File: src/hw/rtl/command_line_tokenizer_defines.svh
// ----------------------------------------------------------------------------
// Command line tokenizer: assertion macros
// Concurrent checks used by the tokenizer RTL; empty when SYNTH is defined.
// ----------------------------------------------------------------------------
`ifndef COMMAND_LINE_TOKENIZER_DEFINES_SVH
`define COMMAND_LINE_TOKENIZER_DEFINES_SVH
`ifndef SYNTH
// same-cycle implication
`define CLT_ASSERT_IMP(label, clk, rst, ante, cons) \
   label: assert property (@(posedge clk) disable iff (rst) (ante) |-> (cons)) \
      else $error("tokenizer check failed: same-cycle implication");
// next-cycle implication
`define CLT_ASSERT_NEXT(label, clk, rst, ante, cons) \
   label: assert property (@(posedge clk) disable iff (rst) (ante) |=> (cons)) \
      else $error("tokenizer check failed: next-cycle implication");
// condition that must never hold
`define CLT_ASSERT_NEVER(label, clk, rst, cond) \
   label: assert property (@(posedge clk) disable iff (rst) !(cond)) \
      else $error("tokenizer check failed: forbidden condition");
`else
`define CLT_ASSERT_IMP(label, clk, rst, ante, cons)
`define CLT_ASSERT_NEXT(label, clk, rst, ante, cons)
`define CLT_ASSERT_NEVER(label, clk, rst, cond)
`endif
`endif

File: src/hw/rtl/clt_pkg.sv
`timescale 1ns / 1ps
// ----------------------------------------------------------------------------
// Command line tokenizer package
// Byte codes, status codes, limits and the per-byte result record.
// ----------------------------------------------------------------------------
package clt_pkg;

   localparam logic [7:0] CH_BSLASH = 8'h5C;
   localparam logic [7:0] CH_SQUOTE = 8'h27;
   localparam logic [7:0] CH_DQUOTE = 8'h22;
   localparam logic [7:0] CH_SPACE  = 8'h20;

   localparam int          LINE_BYTES_DEFAULT = 32;
   localparam logic [3:0]  MAX_ARGS_RESET     = 4'd11;
   localparam logic [3:0]  ARG_COUNT_MAX      = 4'd15;
   localparam logic [5:0]  BYTE_COUNT_MAX     = 6'd63;

   typedef enum logic [1:0] {
      ST_OK       = 2'd0,
      ST_OPEN     = 2'd1,
      ST_TOO_MANY = 2'd2,
      ST_TOO_LONG = 2'd3
   } status_type;

   typedef struct packed {
      logic       char_valid;
      logic [7:0] out_char;
      logic       arg_end;
      logic       line_end;
      status_type status;
      logic [3:0] arg_count;
   } result_type;

endpackage

File: src/hw/rtl/clt_channels.sv
`timescale 1ns / 1ps
// ----------------------------------------------------------------------------
// Command line tokenizer channels
// Valid/ready interfaces for the byte stream and the per-byte results.
// ----------------------------------------------------------------------------
interface clt_req_if;
   logic       valid;
   logic       ready;
   logic [7:0] in_byte;
   logic       last_byte;

   modport source (output valid, in_byte, last_byte, input ready);
   modport sink   (input valid, in_byte, last_byte, output ready);
endinterface

interface clt_rsp_if;
   logic       valid;
   logic       ready;
   logic       char_valid;
   logic [7:0] out_char;
   logic       arg_end;
   logic       line_end;
   logic [1:0] status;
   logic [3:0] arg_count;

   modport source (output valid, char_valid, out_char, arg_end, line_end, status,
                   arg_count, input ready);
   modport sink   (input valid, char_valid, out_char, arg_end, line_end, status,
                   arg_count, output ready);
endinterface

File: src/hw/rtl/clt_core.sv
`timescale 1ns / 1ps
// ----------------------------------------------------------------------------
// Command line tokenizer core
// Quote/escape state, argument and byte counters, and the per-byte result.
// ----------------------------------------------------------------------------
`include "command_line_tokenizer_defines.svh"

module clt_core #(
   parameter int LINE_BYTES = clt_pkg::LINE_BYTES_DEFAULT
) (
   input  logic               clock,
   input  logic               reset,
   input  logic               step_en,
   input  logic [7:0]         in_byte,
   input  logic               last_byte,
   input  logic [3:0]         max_args,
   output clt_pkg::result_type result
);
   import clt_pkg::*;

   localparam logic [5:0] LONG_LIMIT = 6'(LINE_BYTES);

   logic       esc_ff, esc_in;
   logic       sq_ff, sq_in;
   logic       dq_ff, dq_in;
   logic       open_ff, open_in;
   logic [3:0] args_ff, args_in;
   logic [5:0] bytes_ff, bytes_in;
   logic       many_ff, many_in;

   logic       esc_mid, sq_mid, dq_mid, open_mid, many_mid;
   logic       keep, space_hit, space_close, last_close, close, open_q;
   logic [3:0] args_mid;
   logic [5:0] bytes_mid;
   status_type status;

   always_comb begin
      esc_mid   = esc_ff;
      sq_mid    = sq_ff;
      dq_mid    = dq_ff;
      keep      = 1'b0;
      space_hit = 1'b0;
      if (esc_ff) begin
         keep    = 1'b1;
         esc_mid = 1'b0;
      end else if (sq_ff) begin
         if (in_byte == CH_SQUOTE) sq_mid = 1'b0;
         else keep = 1'b1;
      end else if (dq_ff) begin
         if (in_byte == CH_DQUOTE) dq_mid = 1'b0;
         else if (in_byte == CH_BSLASH) esc_mid = 1'b1;
         else keep = 1'b1;
      end else if (in_byte == CH_BSLASH) begin
         esc_mid = 1'b1;
      end else if (in_byte == CH_SQUOTE) begin
         sq_mid = 1'b1;
      end else if (in_byte == CH_DQUOTE) begin
         dq_mid = 1'b1;
      end else if (in_byte == CH_SPACE) begin
         space_hit = 1'b1;
      end else begin
         keep = 1'b1;
      end

      bytes_mid   = (bytes_ff == BYTE_COUNT_MAX) ? bytes_ff : bytes_ff + 6'd1;
      space_close = space_hit && open_ff;
      open_mid    = space_close ? 1'b0 : (keep ? 1'b1 : open_ff);
      open_q      = esc_mid || sq_mid || dq_mid;
      last_close  = last_byte && !open_q && open_mid;
      close       = space_close || last_close;
      many_mid    = many_ff || (close && (args_ff >= max_args));
      args_mid    = (close && (args_ff != ARG_COUNT_MAX)) ? args_ff + 4'd1 : args_ff;
      if (last_close) open_mid = 1'b0;

      status = ST_OK;
      if (last_byte) begin
         if (bytes_mid >= LONG_LIMIT) status = ST_TOO_LONG;
         else if (open_q) status = ST_OPEN;
         else if (many_mid) status = ST_TOO_MANY;
      end

      result.char_valid = keep;
      result.out_char   = keep ? in_byte : 8'd0;
      result.arg_end    = close;
      result.line_end   = last_byte;
      result.status     = status;
      result.arg_count  = args_mid;
   end

   // advance the state on every step; drop everything at line end
   always_comb begin
      esc_in   = esc_ff;
      sq_in    = sq_ff;
      dq_in    = dq_ff;
      open_in  = open_ff;
      args_in  = args_ff;
      bytes_in = bytes_ff;
      many_in  = many_ff;
      if (step_en) begin
         if (last_byte) begin
            esc_in   = 1'b0;
            sq_in    = 1'b0;
            dq_in    = 1'b0;
            open_in  = 1'b0;
            args_in  = 4'd0;
            bytes_in = 6'd0;
            many_in  = 1'b0;
         end else begin
            esc_in   = esc_mid;
            sq_in    = sq_mid;
            dq_in    = dq_mid;
            open_in  = open_mid;
            args_in  = args_mid;
            bytes_in = bytes_mid;
            many_in  = many_mid;
         end
      end
   end

   always_ff @(posedge clock) begin
      if (reset) begin
         esc_ff   <= 1'b0;
         sq_ff    <= 1'b0;
         dq_ff    <= 1'b0;
         open_ff  <= 1'b0;
         args_ff  <= 4'd0;
         bytes_ff <= 6'd0;
         many_ff  <= 1'b0;
      end else begin
         esc_ff   <= esc_in;
         sq_ff    <= sq_in;
         dq_ff    <= dq_in;
         open_ff  <= open_in;
         args_ff  <= args_in;
         bytes_ff <= bytes_in;
         many_ff  <= many_in;
      end
   end

   `CLT_ASSERT_NEVER(a_one_quote_kind, clock, reset, sq_ff && dq_ff)
   `CLT_ASSERT_NEXT(a_line_end_clears, clock, reset, step_en && last_byte,
                    args_ff == 4'd0 && bytes_ff == 6'd0 && !open_ff && !many_ff)
   `CLT_ASSERT_NEXT(a_args_monotonic, clock, reset, !(step_en && last_byte),
                    args_ff >= $past(args_ff))

endmodule

File: src/hw/rtl/command_line_tokenizer.sv
`timescale 1ns / 1ps
// ----------------------------------------------------------------------------
// Command line tokenizer
// Splits a command line, one byte per transaction, into shell-style arguments
// with single quotes, double quotes and backslash escapes.
// ----------------------------------------------------------------------------
//  channel   direction  payload                                   handshake
//  req_chan  in         in_byte[7:0], last_byte                   valid/ready
//  rsp_chan  out        char_valid, out_char[7:0], arg_end,       valid/ready
//                       line_end, status[1:0], arg_count[3:0]
//  csr_*     in         csr_wr_data[3:0] = max_args               write enable
//
//  One transaction per cycle sustained while the response side is ready; a
//  request passes the input register, then the result register.
//  The only loop is the tokenizer state update in clt_core, one byte a cycle unless stalled.
//  Synchronous active-high reset clears the line state, the pipeline valids
//  and sets max_args to 11.
//  A stalled response holds the result register; the input register keeps
//  accepting as long as its content can move on in the same cycle.
// ----------------------------------------------------------------------------
`include "command_line_tokenizer_defines.svh"

module command_line_tokenizer #(
   parameter int LINE_BYTES = clt_pkg::LINE_BYTES_DEFAULT
) (
   input  logic       clock,
   input  logic       reset,
   clt_req_if.sink    req_chan,
   clt_rsp_if.source  rsp_chan,
   input  logic       csr_wr_en,
   input  logic [3:0] csr_wr_data
);
   import clt_pkg::*;

   // configuration register
   logic [3:0] max_args_ff;

   // input register
   logic       s1_valid_ff, s1_valid_in;
   logic [7:0] s1_byte_ff;
   logic       s1_last_ff;

   // result register
   logic       rsp_valid_ff, rsp_valid_in;
   result_type rsp_data_ff;

   logic       req_take;
   logic       s1_advance;
   result_type step_result;

   // The stage moves forward whenever the result register is free or drains
   assign s1_advance = !rsp_valid_ff || rsp_chan.ready;
   assign req_chan.ready = !s1_valid_ff || s1_advance;
   assign req_take = req_chan.valid && req_chan.ready;

   always_comb begin
      s1_valid_in  = s1_valid_ff;
      rsp_valid_in = rsp_valid_ff;
      if (s1_advance) begin
         rsp_valid_in = s1_valid_ff;
      end
      if (req_chan.ready) begin
         s1_valid_in = req_chan.valid;
      end
   end

   always_ff @(posedge clock) begin
      if (reset) begin
         max_args_ff  <= MAX_ARGS_RESET;
         s1_valid_ff  <= 1'b0;
         rsp_valid_ff <= 1'b0;
      end else begin
         if (csr_wr_en) begin
            max_args_ff <= csr_wr_data;
         end
         s1_valid_ff  <= s1_valid_in;
         rsp_valid_ff <= rsp_valid_in;
      end
   end

   // payload registers: capture on accept, hold otherwise
   always_ff @(posedge clock) begin
      if (req_take) begin
         s1_byte_ff <= req_chan.in_byte;
         s1_last_ff <= req_chan.last_byte;
      end
      if (s1_advance && s1_valid_ff) begin
         rsp_data_ff <= step_result;
      end
   end

   // tokenizer state steps exactly when a byte moves into the result register
   clt_core #(
      .LINE_BYTES (LINE_BYTES)
   ) u_core (
      .clock     (clock),
      .reset     (reset),
      .step_en   (s1_valid_ff && s1_advance),
      .in_byte   (s1_byte_ff),
      .last_byte (s1_last_ff),
      .max_args  (max_args_ff),
      .result    (step_result)
   );

   assign rsp_chan.valid      = rsp_valid_ff;
   assign rsp_chan.char_valid = rsp_data_ff.char_valid;
   assign rsp_chan.out_char   = rsp_data_ff.out_char;
   assign rsp_chan.arg_end    = rsp_data_ff.arg_end;
   assign rsp_chan.line_end   = rsp_data_ff.line_end;
   assign rsp_chan.status     = rsp_data_ff.status;
   assign rsp_chan.arg_count  = rsp_data_ff.arg_count;

   `CLT_ASSERT_NEVER(a_no_overwrite, clock, reset, req_take && s1_valid_ff && !s1_advance)
   `CLT_ASSERT_IMP(a_status_at_end, clock, reset,
                   rsp_valid_ff && rsp_data_ff.status != ST_OK, rsp_data_ff.line_end)
   `CLT_ASSERT_IMP(a_char_zero, clock, reset,
                   rsp_valid_ff && !rsp_data_ff.char_valid, rsp_data_ff.out_char == 8'd0)

endmodule

File: src/flat_wrapper.sv
// flat-port wrapper written by rule: the top's interface ports become plain ports
module command_line_tokenizer_flat import clt_pkg::*;
#(
   parameter int LINE_BYTES = clt_pkg::LINE_BYTES_DEFAULT
)
  (clock, reset, csr_wr_en, csr_wr_data, req_chan_valid, req_chan_in_byte, req_chan_last_byte, req_chan_ready, rsp_chan_valid, rsp_chan_char_valid, rsp_chan_out_char, rsp_chan_arg_end, rsp_chan_line_end, rsp_chan_status, rsp_chan_arg_count, rsp_chan_ready);
  clt_req_if req_chan_i ();
  clt_rsp_if rsp_chan_i ();
  input  logic clock;
  input  logic reset;
  input  logic csr_wr_en;
  input  logic [3:0] csr_wr_data;
  input wire logic [$bits(req_chan_i.valid)-1:0] req_chan_valid;
  input wire logic [$bits(req_chan_i.in_byte)-1:0] req_chan_in_byte;
  input wire logic [$bits(req_chan_i.last_byte)-1:0] req_chan_last_byte;
  output wire logic [$bits(req_chan_i.ready)-1:0] req_chan_ready;
  output wire logic [$bits(rsp_chan_i.valid)-1:0] rsp_chan_valid;
  output wire logic [$bits(rsp_chan_i.char_valid)-1:0] rsp_chan_char_valid;
  output wire logic [$bits(rsp_chan_i.out_char)-1:0] rsp_chan_out_char;
  output wire logic [$bits(rsp_chan_i.arg_end)-1:0] rsp_chan_arg_end;
  output wire logic [$bits(rsp_chan_i.line_end)-1:0] rsp_chan_line_end;
  output wire logic [$bits(rsp_chan_i.status)-1:0] rsp_chan_status;
  output wire logic [$bits(rsp_chan_i.arg_count)-1:0] rsp_chan_arg_count;
  input wire logic [$bits(rsp_chan_i.ready)-1:0] rsp_chan_ready;
  assign req_chan_i.valid = req_chan_valid;
  assign req_chan_i.in_byte = req_chan_in_byte;
  assign req_chan_i.last_byte = req_chan_last_byte;
  assign req_chan_ready = req_chan_i.ready;
  assign rsp_chan_valid = rsp_chan_i.valid;
  assign rsp_chan_char_valid = rsp_chan_i.char_valid;
  assign rsp_chan_out_char = rsp_chan_i.out_char;
  assign rsp_chan_arg_end = rsp_chan_i.arg_end;
  assign rsp_chan_line_end = rsp_chan_i.line_end;
  assign rsp_chan_status = rsp_chan_i.status;
  assign rsp_chan_arg_count = rsp_chan_i.arg_count;
  assign rsp_chan_i.ready = rsp_chan_ready;
  command_line_tokenizer #(.LINE_BYTES(LINE_BYTES)) u_core (.clock(clock), .reset(reset), .req_chan(req_chan_i), .rsp_chan(rsp_chan_i), .csr_wr_en(csr_wr_en), .csr_wr_data(csr_wr_data));
endmodule
File: config.mk
export PLATFORM = sky130hd
export DESIGN_NAME = command_line_tokenizer_flat
export DESIGN_NICKNAME = d
export VERILOG_FILES = /design/src/hw/rtl/clt_pkg.sv /design/src/hw/rtl/clt_channels.sv /design/src/hw/rtl/clt_core.sv /design/src/hw/rtl/command_line_tokenizer.sv /design/src/flat_wrapper.sv
export VERILOG_INCLUDE_DIRS = /design/src /design/src/hw/rtl
export SDC_FILE = /design/constraint.sdc
export NUM_CORES = 1
export LEC_CHECK = 0
export ABC_AREA = 1
export BUFFER_PORTS_ARGS = -buffer_cell sky130_fd_sc_hd__buf_4
export CELL_PAD_IN_SITES_DETAIL_PLACEMENT = 0
export CELL_PAD_IN_SITES_GLOBAL_PLACEMENT = 1
export CORE_MARGIN = 3
export CORE_UTILIZATION = 38
export CTS_CLUSTER_DIAMETER = 30
export DETAILED_ROUTE_END_ITERATION = 7
export GPL_ROUTABILITY_DRIVEN = 1
export GPL_TIMING_DRIVEN = 1
export PLACE_DENSITY_LB_ADDON = 0.1
export SETUP_SLACK_MARGIN = 0.3
export SLEW_MARGIN = 10
export SYNTH_ARGS = -nofsm -noshare
export SYNTH_HDL_FRONTEND = slang
export SYNTH_HIERARCHICAL = 1
export SYNTH_SLANG_ARGS = --single-unit
File: constraint.sdc
create_clock -name clock -period 2.3 [get_ports clock]
set_input_delay 0.46 -clock clock [delete_from_list [all_inputs] [get_ports clock]]
set_output_delay 0.46 -clock clock [all_outputs]
set_load 0.05 [all_outputs]
# [Word level (Yosys, flattened, before mapping)]
# Index checks and enable logic that the tools add are counted.
[totals] register_bits=47 inputBits=18
[classes] add_sub_neg=2 magnitude_cmp=2 eq_ne=6 muxes=49 reduce_logical=16
[ops] cell="$mux W1" count=42
[ops] cell="$eq A8 B6 Y1 const B" count=3
[ops] cell="$mux W6" count=2
[ops] cell="$eq A8 B7 Y1 const B" count=1
[ops] cell="$mux W4" count=2
[ops] cell="$logic_and A1 B1 Y1" count=7
[ops] cell="$add A6 B1 Y6 const B" count=1
[ops] cell="$eq A6 B6 Y1 const B" count=1
[ops] cell="$ge A6 B6 Y1 const B" count=1
[ops] cell="$logic_or A1 B1 Y1" count=6
[ops] cell="$mux W2" count=3
[ops] cell="$add A4 B1 Y4 const B" count=1
[ops] cell="$ge A4 B4 Y1" count=1
[ops] cell="$ne A4 B4 Y1 const B" count=1
[ops] cell="$logic_not A1 Y1" count=3

# [Depth between registers and ports, before layout]
# Gate-level depths: netlist of the first run.
[logic_depth] word_depth=17 mapped_depth=15 ltp_nobuf=15

# [Modules after synthesis]
# Netlist of the first run, hierarchy kept.
[modules_own_cells] module="clt_core" instances=1 cells_per_inst=203 area_per_inst_um2=1260.0 seq_area_each_um2=300.3
[modules_own_cells] module="command_line_tokenizer" instances=1 cells_per_inst=56 area_per_inst_um2=1009.7 seq_area_each_um2=900.9

# [Worst setup path after synthesis of the first run]
# Ideal clock, no wire load.
[synth_path] kind="register -> register" start="reg u_core.rsp_valid_ff (netlist: u_core/rsp_chan.valid)" end="reg u_core.u_core.open_ff" setup_ns=0.095 arrival_ns=2.395 path_slack_ns=-0.190 stages_incl_launch_ff=7 path_buffers=1 period_less_slack_ns=2.490 cell_sequence="dfxtp_1 a21oi_1 inv_1 nor2_1 buf_2 nand2_1 a221oi_1"
[synth_via] elab_chain_cells=3
[synth_lines] item="start, declared" line="command_line_tokenizer.sv:44" rtl="logic rsp_valid_ff, rsp_valid_in;"
[synth_lines] item="start signal, assigned" line="command_line_tokenizer.sv:77" rtl="rsp_valid_ff <= rsp_valid_in;"
[synth_lines] item="$logic_not A1 Y1" line="command_line_tokenizer.sv:52" rtl="assign s1_advance = !rsp_valid_ff || rsp_chan.ready;"
[synth_lines] item="$logic_or A1 B1 Y1" line="command_line_tokenizer.sv:52"
[synth_lines] item="$logic_and A1 B1 Y1" line="command_line_tokenizer.sv:98" rtl=".step_en (s1_valid_ff && s1_advance),"
[synth_lines] item="end signal, assigned" line="clt_core.sv:133" rtl="open_ff <= open_in;"
[synth_lines] item="end, declared" line="clt_core.sv:26" rtl="logic open_ff, open_in;"
# Every way passes these cells.
# A chain may end at the register's enable or synchronous reset.

# [Final worst setup path of the first run]
[layout_path] start="reg u_core.u_core.args_ff[0]" end="reg u_core.rsp_data_ff, in the netlist u_core/rsp_chan.status[1] (data pin)"
[layout_via] elab_chain_cells=6
[layout_lines] item="start, declared" line="clt_core.sv:27" rtl="logic [3:0] args_ff, args_in;"
[layout_lines] item="start signal, assigned" line="clt_core.sv:134" rtl="args_ff <= args_in;"
[layout_lines] item="$ge A4 B4 Y1" line="clt_core.sv:71" rtl="many_mid = many_ff || (close && (args_ff >= max_args));"
[layout_lines] item="$logic_and A1 B1 Y1" line="clt_core.sv:71"
[layout_lines] item="$logic_or A1 B1 Y1" line="clt_core.sv:71"
[layout_lines] item="$mux W2" line="clt_core.sv:79" rtl="else if (many_mid) status = ST_TOO_MANY;"
[layout_lines] item="$mux W2" line="clt_core.sv:78" rtl="else if (open_q) status = ST_OPEN;"
[layout_lines] item="$mux W2" line="clt_core.sv:77" rtl="if (bytes_mid >= LONG_LIMIT) status = ST_TOO_LONG;"
[layout_lines] item="end signal, assigned" line="command_line_tokenizer.sv:88" rtl="rsp_data_ff <= step_result;"
[layout_lines] item="end, declared" line="command_line_tokenizer.sv:45" rtl="result_type rsp_data_ff;"
# Every way passes these cells.

==> flow_summary_export.csv, run 1 <==
group,metric,value,unit
setup_path,max_stage_delay,0.38,ns
run_status,outcome,"completed",
synthesis,synth_edf_count,26,
power_and_ir_drop,sequentialPowerShare,56.8,%
grt,first_global_vias,1502,
drt,routed-via-count,1708,
placed_design,port-buffer-count,36,
synthesis,synth_ff_type,"edfxtp_1",
flow_run,maxCapViolations,0,
timing,slew_viol_final,0,
final_layout,nets,322,
setup_path,crit_family,"compound AO/OA/AOI/OAI gates",
clock_network,cts_hold_buffers,0,
drt,routed_wl,4280,µm
drt,firstDrtPassIters,4,
setup_path,crit_path_start_kind,"register",
synthesis,synthSimpleGateAreaFrac,27.2,%
final_layout,multiInputGateArea,895,µm²
clock_network,postCtsSetupBuffers,0,
synthesis,async_flop_share,0,%
floorplanning,die_h,83.3,µm
clock_network,cts.sinks,47,
synthesis,ys_warn_count,6,
power_and_ir_drop,p_clk_share,31.0,%
timing,tightest_slew,0.417,ns
synthesis,synth_area_leaders,"edfxtp_1 34%, dfxtp_1 19%, nand2_1 9.9%, inv_1 6.1%, nor2_1 4.5%",
clock_network,clockBufferDepth,2,
drt,first_iter_violations,70,
clock_network,cts_tree,"built",
power_and_ir_drop,switching_power,0.449,mW
grt,grt_usage,12.8,%
grt,grt_pass1_wl,7110,µm
power_and_ir_drop,leakage,1.18,nW
setup_path,startpoint,"u_core/u_core/args_ff[0]",
floorplanning,core-area,0.00564,mm²
power_and_ir_drop,power.share.switching,27.0,%
timing,rsz0062_at_grt,"true",
timing,setup-tns-final,0,ns
final_layout,drive_gt1_share,25.8,%
hold_path,min_from,"req_chan_in_byte[7]",
timing,min_period_over_period,83.8,%
synthesis,synth.net_count,283,
final_layout,area_growth,20.0,%
grt,grt_max_degree,19,
synthesis,post_synth.cell_area_avg,8.76,µm²
drt,avgViaCountPerCell,4.60,
drt,drtAntennaViolNets,0,
synthesis,synth_compound_area_share,7.50,%
synthesis,synthDistinctLibCells,34,
timing,fin_crit,1.93,ns
setup_path,crit_arrival,1.98,ns
clock_network,post_cts_resized,1,
power_and_ir_drop,intPower,1.21,mW
grt,antenna_found_initial,0,
grt,gr-total-overflow,0,
synthesis,synthCells,259,
setup_path,worstSetupPathType,"reg -> reg",
clock_network,clkLatencyLatePin,0.30,ns
setup_path,required,2.36,ns
synthesis,synthMostInstantiatedCell,"nand2_1",
floorplanning,ios,37,
synthesis,synth_top_area_cell,"edfxtp_1",
synthesis,ys_ff_latch,47,
synthesis,synthXorXnorAreaFrac,0.772,%
power_and_ir_drop,ir_drop,0.261,mV
clock_network,clockRootBuffer,"clkbuf_8",
floorplanning,die-area,0.00694,mm²
synthesis,yosysTopAreaCellShare,34.4,%
setup_path,worstPathCellList,"inv_1 > ha_1 > inv_1 > a21boi_0 > o21a_1 > o21a_1 > or2_2 > a21oi_2 > o22ai_1",
power_and_ir_drop,p_per_area,610,mW/mm²
floorplanning,rows,27,
final_layout,fin_util,48.3,%
synthesis,synth-adder-area-share,3.31,%
timing,fin_skew,0.00707,ns
final_layout,num-fill-cells,546,
setup_path,timing.rr.start,"u_core/u_core/args_ff[0]",
synthesis,syn_area,0.00227,mm²
placed_design,gp_congestion,0.818,
clock_network,cts_max_level,2,
final_layout,layout.area.seq,0.00120,mm²
setup_path,critPathMaxFanout,5,
setup_path,crit_path_end_kind,"register",
floorplanning,start_util,40.2,%
synthesis,synth_top_family_by_area,"simple AND/OR/NAND/NOR gates",
setup_path,cp_slowest_cell,"dfxtp_2",
drt,drc,0,
drt,post_drt_wl_per_cell,11.5,µm
timing,relSlewSlack,72.1,%
setup_path,worst-path-buf-inv,2,
power_and_ir_drop,pwr-share-comb,12.3,%
synthesis,synthTopCellsByCount,"60 x nand2_1, 37 x inv_1, 27 x nor2_1, 26 x edfxtp_1, 21 x dfxtp_1",
synthesis,yosysSeqAreaShare,52.9,%
floorplanning,die_w,83.3,µm
hold_path,hp-class,"in -> reg",
placed_design,hpwl,3210,µm
synthesis,synth.area.mux_share,0,%
timing,max_freq,519,MHz
timing,hold_viol,0,
final_layout,diodes,0,
clock_network,cts_made_buffers,5,
clock_network,path_clk_slew,0.09,ns
timing,setup_viol,0,
==> sequential cells by signal (all words and copies together), names as in the netlist <==
signal / flops
u_core/s1_valid_ff: 1
u_core/rsp_chan.status: 2
u_core/u_core/args_ff: 4
u_core/u_core/dq_ff: 1
u_core/s1_byte_ff: 8
u_core/rsp_chan.out_char: 8
u_core/max_args_ff: 4
u_core/rsp_chan.line_end: 1
u_core/rsp_chan.char_valid: 1
u_core/u_core/sq_ff: 1
u_core/u_core/many_ff: 1
u_core/u_core/esc_ff: 1
u_core/rsp_chan.arg_count: 4
u_core/u_core/bytes_ff: 6
u_core/s1_last_ff: 1
u_core/rsp_chan.valid: 1
u_core/u_core/open_ff: 1
u_core/rsp_chan.arg_end: 1
==> cell type report <==
cell class / instances / area share, %
clock buffer: 5 / 2.53
inverter: 40 / 5.51
clock inverter: 3 / 0.873
tap: 72 / 3.31
multi-input combinational: 165 / 32.9
timing repair buffer: 39 / 10.8
sequential: 47 / 44.2
==> layer usage <==
layer / vias to the layer above / wire length [µm] / global-route usage [%]
li1: 903 / - / -
met1: 765 / 2130 / 17.4
met2: 35 / 1910 / 19.8
met3: 5 / 195 / 3.37
met4: 0 / 46 / 4.01
met5: - / 0 / 0
==> power groups by stage <==
stage,logic [mW],registers [mW],clock network (mW)
after floorplan,0.0874,1.01,0
after detailed placement,0.205,0.963,0
after global placement,0.205,0.962,0
after CTS,0.205,0.944,0.540
final,0.204,0.943,0.514
after global routing,0.223,0.948,0.571
==> cells by family after synthesis <==
kind of cell / Yosys count
flip-flops: 47
buffers and inverters: 47
adder cells (fa/ha/maj): 6
XOR/XNOR: 2
AND/OR/NAND/NOR: 130
AO/OA/AOI/OAI: 27
==> through the flow <==
step	instances	total power [mW]	hold slack (ns)	cell area [µm²]	setup slack (ns)
2_1_floorplan	259	1.10	0.429	2280	0.442
3_3_place_gp	363	1.17	0.442	2630	0.375
3_5_place_dp	363	1.17	0.445	2630	0.297
4_1_cts	371	1.69	0.316	2720	0.328
5_1_grt	371	1.74	0.304	2720	0.269
6_report	371	1.66	0.324	2720	0.372
==> path summary, 6_finish.rpt <==
kind / endpoint / slack, ns / depth (start not counted)
setup reg to reg: u_core/rsp_chan.status[1] / 0.37 / 9
setup / recovery: u_core/rsp_chan.status[1] / 0.37 / 9
hold reg to reg: u_core/max_args_ff[1] / 0.47 / 2
hold / removal: u_core/s1_byte_ff[7] / 0.32 / 1
==> placed cells by master, fill, tap and decap left out, types with 4 or more instances in the layout <==
cell      netlist  layout
nand2_1        60      60
buf_4           3      39
inv_1          37      37
nor2_1         27      27
edfxtp_1       26      26
dfxtp_1        21      20
nand3_1        14      14
a21oi_1        12      10
nand2_2         9       9
ha_1            6       6
clkbuf_8        0       5
a21oi_2         3       4
nor2_4          4       4
Power figures use the tool's default switching activity.
==> inputs of run 2 (changes only) <==
- CORE_UTILIZATION: 38 -> 42
- clock period: 2.3 -> 1.8 ns (I/O delays scaled with it)
==> flow_summary_export.csv, run 2 (synthesized netlist as in run 1, its figures left out) <==
group,metric,value,unit
run_status,outcome,"complete, but fails checks",
run_status,violations,"negative setup slack",
placed_design,gp_congestion,0.833,
floorplanning,die_w,79.5,µm
final_layout,layout_commonest_cell,"buf_4",
drt,drtAntennaViolNets,0,
setup_path,r2r-end,"u_core/rsp_chan.arg_count[1]",
power_and_ir_drop,switching_power,0.550,mW
clock_network,cts_hold_buffers,0,
setup_path,worstSetupPathType,"reg -> reg",
setup_path,required,1.86,ns
power_and_ir_drop,ir_drop,0.339,mV
setup_path,critPathMaxFanout,7,
flow_run,maxCapViolations,0,
placed_design,post-place-cells,374,
timing,fin_ws,-0.0912,ns
setup_path,crit_path_end_kind,"register",
clock_network,path_clk_slew,0.09,ns
timing,hold_viol,0,
floorplanning,ios,37,
grt,first_global_vias,1772,
placed_design,port-buffer-count,36,
timing,fin_crit,1.89,ns
grt,gr-total-overflow,0,
hold_path,hp-class,"in -> reg",
final_layout,most-common-layout-cells,"66 x buf_4, 53 x nand2_1, 26 x inv_1, 26 x edfxtp_1, 22 x nor2_1",
drt,routed-via-count,1905,
power_and_ir_drop,leakage,1.39,nW
floorplanning,core-area,0.00517,mm²
timing,rsz0062_at_grt,"true",
power_and_ir_drop,p_per_area,694,mW/mm²
timing,timing.hold.ws,0.235,ns
grt,antenna_found_initial,0,
floorplanning,die_h,79.5,µm
setup_path,crit_path_start_kind,"register",
clock_network,clockRootBuffer,"clkbuf_8",
drt,routed_wl,4590,µm
timing,fin_skew,0.0122,ns
final_layout,area_growth,37.9,%
drt,drc,0,
power_and_ir_drop,power.share.switching,25.3,%
final_layout,fin_cells,398,
setup_path,r2r_setup_slack,-0.09,ns
timing,relSlewSlack,75.6,%
clock_network,clockBufferDepth,2,
grt,grt_max_degree,19,
final_layout,nets,351,
final_layout,drive_gt1_share,45.7,%
clock_network,cts.sinks,47,
timing,setup_viol,10,
hold_path,min_from,"req_chan_in_byte[6]",
clock_network,cts_made_buffers,5,
setup_path,timing.rr.start,"u_core/s1_byte_ff[6]",
floorplanning,rows,26,
hold_path,holdPathStages,1,
floorplanning,start_util,43.9,%
grt,grt_usage,15.7,%
setup_path,reg2reg_depth,11,
final_layout,fin_util,60.5,%
drt,first_iter_violations,40,
power_and_ir_drop,intPower,1.62,mW
power_and_ir_drop,p_clk_share,29.6,%
power_and_ir_drop,pwr-share-comb,14.8,%
timing,setup-tns-final,-0.450,ns
drt,firstDrtPassIters,4,
timing,min_period_over_period,105,%
setup_path,crit_arrival,1.95,ns
placed_design,hpwl,3280,µm
clock_network,clkLatencyLatePin,0.29,ns
grt,grt_pass1_wl,7830,µm
clock_network,cts_max_level,2,
clock_network,cts_tree,"built",
timing,tightest_slew,0.365,ns
timing,max_freq,529,MHz
final_layout,diodes,0,
floorplanning,die-area,0.00632,mm²
drt,avgViaCountPerCell,4.79,
hold_path,min_to,"u_core/s1_byte_ff[6]",
timing,slew_viol_final,0,
drt,post_drt_wl_per_cell,11.5,µm
power_and_ir_drop,sequentialPowerShare,55.6,%
==> run 2: cell count changes in the layout (fill, tap and decap cells not counted), sizes merged <==
cell,delta
buf,+29
clkbuf,+2
clkinv,+1
clkinvlp,-2
inv,-1
==> run 2: how the worst max path moves through the flow <==
stage | from | end | slack [ns] | cells after the start
floorplan | u_core/max_args_ff[1] | u_core/rsp_chan.status[1] | 0.08 | 8
global placement | u_core/s1_byte_ff[4] | u_core/rsp_chan.arg_count[1] | -0.05 | 9
detailed placement | u_core/s1_byte_ff[1] | u_core/rsp_chan.arg_count[0] | -0.06 | 11
CTS | u_core/s1_byte_ff[6] | u_core/rsp_chan.arg_count[0] | -0.04 | 11
global route | u_core/s1_byte_ff[6] | u_core/rsp_chan.arg_count[0] | -0.20 | 13
finish | u_core/s1_byte_ff[6] | u_core/rsp_chan.arg_count[1] | -0.09 | 11
==> run 2: area by class of cell <==
class	instances	area (µm²)
timing repair buffer	68	518
multi-input combinational	165	1060
inverter	40	160
tap	70	87.6
clock buffer	7	86.3
fill	455	2040
sequential	47	1210
clock inverter	1	5.00
==> run 2: critical path: stages (launching register included) <==
cell      delay, ns
edfxtp_1       0.42
inv_2          0.08
nand2_2        0.06
nor2_4         0.19
nand2_2        0.10
o21ai_2        0.12
nand2_2        0.09
nor2_4         0.10
nand3_2        0.09
nand2_4        0.13
nand3b_1       0.10
and2_4         0.16
==> run 2: layer usage <==
layer | global-route usage (%) | wire (µm)
met4 | 5.15 | 42
met2 | 25.1 | 2190
met5 | 0 | 0
met3 | 3.72 | 215
met1 | 20.9 | 2140
==> run 2: timing repair <==
item,in CTS,in global routing
buffers inserted,8,8
gates resized for setup,17,35
pin swaps,10,18
endpoints found under the setup margin,23,26
==> run 2: power by group through the flow <==
stage	clock (mW)	combinational, mW	sequential, mW
3_3_place_gp	0	0.280	1.23
3_5_place_dp	0	0.280	1.23
6_report	0.643	0.321	1.21
4_1_cts	0.670	0.300	1.21
5_1_grt	0.708	0.351	1.21
2_1_floorplan	0	0.118	1.29
==> run 2: stage by stage <==
| stage | worst slack (ns) | total power [mW] | area, µm² |
|---|---|---|---|
| 6_report | -0.0912 | 2.17 | 3130 |
| 5_1_grt | -0.202 | 2.27 | 3130 |
| 4_1_cts | -0.0383 | 2.18 | 2960 |
| 3_5_place_dp | -0.0573 | 1.51 | 2760 |
| 3_3_place_gp | -0.0549 | 1.51 | 2760 |
| 2_1_floorplan | 0.0770 | 1.41 | 2320 |
